<file path="src/rtl/core/point_segment_shortest_vector_top_macros.svh">
// Assertion helpers shared by the RTL files.
// Every macro samples on clock and is disabled while reset is high.
`ifndef POINT_SEGMENT_SHORTEST_VECTOR_TOP_MACROS_SVH
`define POINT_SEGMENT_SHORTEST_VECTOR_TOP_MACROS_SVH

// When ante holds, cons must hold in the same cycle.
`define PSSV_ASSERT_IMP(lbl, ante, cons, msg) \
   lbl: assert property (@(posedge clock) disable iff (reset) (ante) |-> (cons)) \
      else $error(msg);

// When ante holds, cons must hold in the next cycle.
`define PSSV_ASSERT_NXT(lbl, ante, cons, msg) \
   lbl: assert property (@(posedge clock) disable iff (reset) (ante) |=> (cons)) \
      else $error(msg);

`endif

</file>
<file path="src/rtl/core/pssv_sqrt_pipe.sv">
// Pipelined integer square root, floor(sqrt(x)), one root bit per stage,
// LANES independent operands sharing the stage valid and payload.
module pssv_sqrt_pipe #(
   parameter int W     = 33,
   parameter int LANES = 2,
   parameter int PW    = 8,
   localparam int K    = (W + 1) / 2
) (
   input  logic                      clock,
   input  logic                      reset,
   input  logic                      en,
   input  logic                      in_valid,
   input  logic [LANES-1:0][W-1:0]   in_data,
   input  logic [PW-1:0]             in_payload,
   output logic                      out_valid,
   output logic [LANES-1:0][K-1:0]   out_root,
   output logic [PW-1:0]             out_payload
);

   localparam int RW = 2 * K + 1;

   logic                     valid_ff [K];
   logic [LANES-1:0][RW-1:0] rad_ff   [K];
   logic [LANES-1:0][RW-1:0] res_ff   [K];
   logic [PW-1:0]            pay_ff   [K];

   for (genvar i = 0; i < K; i++) begin : g_stage
      localparam int SH = 2 * (K - 1 - i);
      localparam logic [RW-1:0] BIT_VAL = {{(RW-1){1'b0}}, 1'b1} << SH;

      logic                     prev_valid;
      logic [LANES-1:0][RW-1:0] prev_rad;
      logic [LANES-1:0][RW-1:0] prev_res;
      logic [PW-1:0]            prev_pay;
      logic [LANES-1:0][RW-1:0] rad_in;
      logic [LANES-1:0][RW-1:0] res_in;

      if (i == 0) begin : g_first
         always_comb begin
            prev_valid = in_valid;
            prev_pay   = in_payload;
            for (int k = 0; k < LANES; k++) begin
               prev_rad[k] = RW'(in_data[k]);
               prev_res[k] = '0;
            end
         end
      end else begin : g_next
         assign prev_valid = valid_ff[i-1];
         assign prev_rad   = rad_ff[i-1];
         assign prev_res   = res_ff[i-1];
         assign prev_pay   = pay_ff[i-1];
      end

      // trial subtract of (res + bit)
      always_comb begin
         logic [RW-1:0] trial;
         for (int k = 0; k < LANES; k++) begin
            trial = prev_res[k] + BIT_VAL;
            if (prev_rad[k] >= trial) begin
               rad_in[k] = prev_rad[k] - trial;
               res_in[k] = (prev_res[k] >> 1) + BIT_VAL;
            end else begin
               rad_in[k] = prev_rad[k];
               res_in[k] = prev_res[k] >> 1;
            end
         end
      end

      always_ff @(posedge clock) begin
         if (reset) begin
            valid_ff[i] <= 1'b0;
         end else if (en) begin
            valid_ff[i] <= prev_valid;
         end
         if (en) begin
            rad_ff[i] <= rad_in;
            res_ff[i] <= res_in;
            pay_ff[i] <= prev_pay;
         end
      end
   end

   always_comb begin
      for (int k = 0; k < LANES; k++) begin
         out_root[k] = res_ff[K-1][k][K-1:0];
      end
   end

   assign out_valid   = valid_ff[K-1];
   assign out_payload = pay_ff[K-1];

endmodule

</file>
<file path="config.mk">
export PLATFORM = sky130hd
export DESIGN_NAME = pssv_sqrt_pipe
export DESIGN_NICKNAME = d
export VERILOG_FILES = /design/src/rtl/core/point_segment_shortest_vector_top_macros.svh /design/src/rtl/core/pssv_sqrt_pipe.sv
export SDC_FILE = /design/constraint.sdc
export NUM_CORES = 2
export LEC_CHECK = 0
export BUFFER_PORTS_ARGS = -buffer_cell sky130_fd_sc_hd__buf_2
export CORE_MARGIN = 1.5
export CORE_UTILIZATION = 37
export CTS_CLUSTER_SIZE = 14
export DETAILED_ROUTE_END_ITERATION = 6
export GPL_TIMING_DRIVEN = 0
export PLACE_DENSITY = 0.56
export SYNTH_ARGS = -nofsm -noshare
export SYNTH_HDL_FRONTEND = slang
export SYNTH_SLANG_ARGS = --single-unit
</file>
<file path="constraint.sdc">
create_clock -name clock -period 3.5 [get_ports clock]
set_input_delay 0.7 -clock clock [delete_from_list [all_inputs] [get_ports clock]]
set_output_delay 0.7 -clock clock [all_outputs]
set_load 0.1 [all_outputs]
</file>
Word-level counts from Yosys, hierarchy flattened
Memory sizes are Yosys's and may differ from the RTL's.
Index checks and enable logic that the tools add are counted.
- equal/unequal tests: 0
- bitwise operators: 17
- $mul: 0
- divide/modulo/power cells: 0
- order comparisons: 34
- reductions and logical operators: 0
- shift operators: 0
- muxes and demuxes: 91
- add/sub/neg operators: 98
- operators by type and width (cell ; number):
    $mux W35 ; 66
    $ge A35 B35 Y1 ; 32
    $sub A35 B35 Y35 ; 32
    $add A34 B1 Y35 const B ; 2
    $add A34 B11 Y35 const B ; 2
    $add A34 B13 Y35 const B ; 2
    $add A34 B15 Y35 const B ; 2
    $add A34 B17 Y35 const B ; 2
    $add A34 B19 Y35 const B ; 2
    $add A34 B21 Y35 const B ; 2
    $add A34 B23 Y35 const B ; 2
    $add A34 B25 Y35 const B ; 2
    $add A34 B27 Y35 const B ; 2
    $add A34 B29 Y35 const B ; 2
    $add A34 B3 Y35 const B ; 2
    $add A34 B31 Y35 const B ; 2
    $add A34 B5 Y35 const B ; 2
    $add A34 B7 Y35 const B ; 2
    $add A34 B9 Y35 const B ; 2
    $add A35 B1 Y35 const B ; 2
    $add A35 B11 Y35 const B ; 2
    $add A35 B13 Y35 const B ; 2
    $add A35 B15 Y35 const B ; 2
    $add A35 B17 Y35 const B ; 2
    16 further kinds ; 68
- memory bits (read-only): 0
- memories: 4
- latch bits: 0
- input port bits: 78
- logic and storage cells: 244
- register bits: 0
- memory bits (writable): 2533
- output and inout port bits: 43
- memories (name ; words ; width ; rd ports ; clocked after Yosys merged registers in ; write ports ; line ; source):
    rad_ff ; 17 ; 70 ; 16 ; 0 ; 17 ; pssv_sqrt_pipe.sv:23 ; logic [LANES-1:0][RW-1:0] rad_ff [K];
    res_ff ; 17 ; 70 ; 17 ; 0 ; 17 ; pssv_sqrt_pipe.sv:24 ; logic [LANES-1:0][RW-1:0] res_ff [K];
    pay_ff ; 17 ; 8 ; 17 ; 0 ; 17 ; pssv_sqrt_pipe.sv:25 ; logic [PW-1:0] pay_ff [K];
    valid_ff ; 17 ; 1 ; 17 ; 0 ; 17 ; pssv_sqrt_pipe.sv:22 ; logic valid_ff [K];

Depth between registers and ports, before layout
- depth in word-level cells: 4
- depth in mapped cells: 12
- gate-level depth less buffers: 10

Worst setup path before layout
Ideal clock, no wire load.
- path type: register to register
- start point: mem rad_ff[0][688] (netlist name)
- end point: mem rad_ff[0][769] (netlist name) (data pin)
- data arrival time: 2.780 ns
- slack: 0.460 ns
- path buffers: 1
- required time: 3.240 ns
- setup time: 0.260 ns
- cell stages (with the launch flop): 11
- clock period less this slack: 3.040 ns
- path through: edfxtp_1 ha_1 or4_1 or3_1 or4_4 nor3_2 nor3b_2 and2_4 buf_6 nor2_1 mux2_4
- RTL lines (what ; line):
    start: declaration ; pssv_sqrt_pipe.sv:23

==> impl_metrics.py <==
metrics = {
    "cts": {
        "path_clk_slew_ns": 0.06,
        "numCtsBuffers": 171,
        "cts.sink_count": 1577,
        "clock_latency_ns": 0.80,
        "cts_tree": "done",
        "clock_path_buffers": 3,
        "htreeDepth": 4,
        "root_buffer": "clkbuf_16",
    },
    "power_and_ir_drop": {
        "powerDensity_mw_per_mm2": 603.8,
        "vdd_ir_drop_max_mv": 0.4420,
        "p_sw_frac": 0.2552,
        "switching_power_mw": 12.58,
        "p_int_mw": 36.72,
        "total_power_mw": 49.31,
        "seqPwrFrac": 0.502,
        "power_leakage_nw": 30.34,
        "combPwrFrac": 0.134,
        "p_clk_frac": 0.363,
    },
    "finish": {
        "fin_util": 0.4284,
        "antenna_cells": 0,
        "num-nets-final": 6033,
        "drive_gt1_frac": 0.08897,
        "synthToLayoutAreaGrowth_pct": 14.71,
        "finish.instance_area_sq_mm": 0.08165,
    },
    "critical_path": {
        "r2r_setup_slack_ns": 0.18,
        "crit_required_ns": 4.01,
        "crit_path_end_kind": "register",
        "crit_fanout": 10,
        "regToRegEndpoint": "rad_ff[0][1006]",
        "reg2reg_from": "rad_ff[0][916]",
        "worstPathArrival_ns": 3.82,
        "start_kind": "register",
        "crit_type": "register to register",
        "ff2ff_path_depth": 10,
    },
    "route": {
        "finalWirelength_microns": 131300,
        "drt-wirelength-per-cell_microns": 15.87,
        "viasPerCell": 4.857,
        "first_pass_iters": 7,
        "drt_iter0_markers": 1891,
        "vias": 40201,
        "ant_nets": 0,
        "drc_errors": 0,
    },
    "placed_design": {
        "portBuffers": 118,
        "pre_cts_ws_ns": -0.8916,
        "dpl.hpwl_microns": 94860,
        "gp_congestion": 0.9020,
        "dpl-instance-area_sq_mm": 0.07519,
    },
    "grt": {
        "grt_antenna_before_repair": 0,
        "track_usage": 0.1335,
        "grtUsageMet1": 0.1497,
        "grt_pass1_vias": 41489,
        "met3_usage": 0.02376,
        "grt_pass1_wl_microns": 212000,
        "grt_busiest_layer": "met2",
        "gr-usage-met2": 0.2395,
        "grt_max_degree": 180,
        "grt_remaining_overflow": 0,
    },
    "yosys": {
        "synth_common_cells": "edfxtp_1 (1,577), inv_1 (421), nand2_1 (350)",
        "synthTopCellsByArea": "edfxtp_1 (67%), ha_1 (5.8%), xor2_1 (2.8%)",
        "synth_cells": 5258,
        "ys_seq_area_frac": 0.6652,
        "synth.distinct_cells": 96,
        "yosys_warnings": 0,
        "synth_top_cell_by_area": "edfxtp_1",
        "ys.flop_type": "edfxtp_1",
        "async_flop_share": 0,
        "synth_most_common_cell": "edfxtp_1",
        "syn_area_per_cell_sq_um": 13.54,
        "synthesis.area_sq_mm": 0.07118,
        "synth_edf_count": 1577,
        "synth.top_cell.area_share": 0.6652,
        "synth-seq-cells": 1577,
    },
    "die": {
        "core-area_sq_mm": 0.1906,
        "start_util": 0.3735,
        "io_pins": 121,
        "dieHeight_microns": 441.6,
        "num_rows": 160,
        "dieArea_sq_mm": 0.1950,
        "die_w_microns": 441.6,
    },
    "sta": {
        "min_period_ns": 3.318,
        "rsz0062_at_grt": "no",
        "drv_slew": 0,
        "worst_slack_ns": 0.1821,
        "fmax_mhz": 301.4,
        "max_slew_margin": 0.2947,
        "period_share": 0.9480,
        "skew_ns": 0.02905,
        "hold_viol": 0,
        "holdWs_ns": 0.08121,
        "worst_slew_pin_slew_ns": 1.048,
        "finalSetupViolCount": 0,
    },
    "min_path": {
        "hold_depth": 1,
        "worstHoldEndpoint": "rad_ff[0][41]",
        "worstHoldStart": "in_data[39]",
        "hold_class": "input pin to register",
    },
    "run": {
        "max_cap_viol_count": 0,
    },
    "run_status": {
        "outcome": "finished, final reports clean",
    },
}
[cell families after synthesis]
| family | synth area share |
|---|---|
| fa+ha+maj | 0.05836 |
| mux | 0.007312 |
| simple gates | 0.1080 |
| compound gates | 0.07751 |
| xor+xnor | 0.05660 |
| other cells | 0.00005268 |
| buf+inv | 0.02691 |
| flops | 0.6652 |
[placed cells by master, fill, tap and decap left out, types with 15 or more instances in the layout]
master and instances:
edfxtp_1 1577, inv_1 421, nand2_1 350, ha_1 331
nor2_1 276, o21ai_0 275, xor2_1 231, xnor2_1 229
a21oi_1 215, clkbuf_16 173, nor4_1 163, nor3_1 149
buf_2 137, a21o_1 99, o21a_1 79, nand3_1 70
nand2b_1 67, dlygate4sd3_1 61, clkbuf_1 58, nand4_1 55
or3_1 52, nor2b_1 50, clkinv_1 42, nor4b_1 38
or4_1 35, o31ai_1 34, mux2_2 34, and2_1 32
clkinv_2 28, a211oi_1 22, nand3b_1 21, o21bai_1 19
and3_1 18, bufinv_16 18, nand4b_1 17, o211ai_1 17
clkinvlp_4 16, a31oi_1 15
[sequential cells by signal (all words and copies together) (netlist names)]
name      cells
rad_ff     1118
valid_ff     17
pay_ff      136
res_ff      306
[how the worst max path moves through the flow]
stage | end | slack (ns) | start | depth (start not counted)
2_1_floorplan | rad_ff[0][769] | 0.46 | rad_ff[0][688] | 10
3_3_place_gp | valid_ff[0] | -22.59 | en | 2
3_5_place_dp | rad_ff[0][1090] | -0.89 | en | 5
4_1_cts | rad_ff[0][908] | 0.03 | res_ff[11][46] | 11
5_1_grt | rad_ff[0][852] | 0.0002 | rad_ff[0][783] | 10
6_report | rad_ff[0][1006] | 0.18 | rad_ff[0][916] | 10
[worst max-delay path, cell delays in order (launching register included)]
cell and delay [ns]:
edfxtp_1 0.39, ha_1 0.37, o21ai_0 0.15, a22oi_1 0.43, nor3_1 0.17, o31ai_1 0.51, a21o_1 0.18, buf_2 0.24
nand2_1 0.14, o41ai_1 0.29, o21ai_0 0.14
[layer usage]
metal,up-vias,part of all wire
met2,676,0.50
met5,-,0
met4,0,0.055
met1,18780,0.42
li1,20417,-
met3,328,0.031
[power by group through the flow]
stage | Combinational [mW] | Sequential (mW) | Clock, mW
after floorplan | 4.81 | 24.7 | 0
after global placement | 6.37 | 26.0 | 0
after detailed placement | 6.52 | 25.2 | 0
after CTS | 6.65 | 24.8 | 18.5
after global routing | 7.48 | 25.0 | 19.3
final | 6.63 | 24.8 | 17.9
[per-stage QoR]
stage                     instances  TNS [ns]
after CTS                      8279         0
after global placement         7890         -
after detailed placement       7899   -240.29
final                          8277         0
after floorplan                5261         0
after global routing           8277         0
[layout make-up]
type / count / area [sq um]
Timing Repair Buffer: 191 / 1511
Sequential cell: 1577 / 47360
Buffer: 73 / 330.3
Clock inverter: 123 / 1289
Tap cell: 2511 / 3142
Clock buffer: 193 / 4404
Multi-Input combinational cell: 3185 / 22030
Fill cell: 17221 / 108900
Inverter: 424 / 1592
[timing repair]
| action | in CTS | in global routing |
|---|---|---|
| gates resized for setup | 16 | 17 |
| hold endpoints to repair | 61 | 0 |
| pin swaps | 5 | 3 |
| gates cloned | 1 | 0 |
| setup buffers | 2 | 0 |
| hold buffers | 61 | 0 |
| setup endpoints to repair | 72 | 66 |
Power figures use the tool's default switching activity.
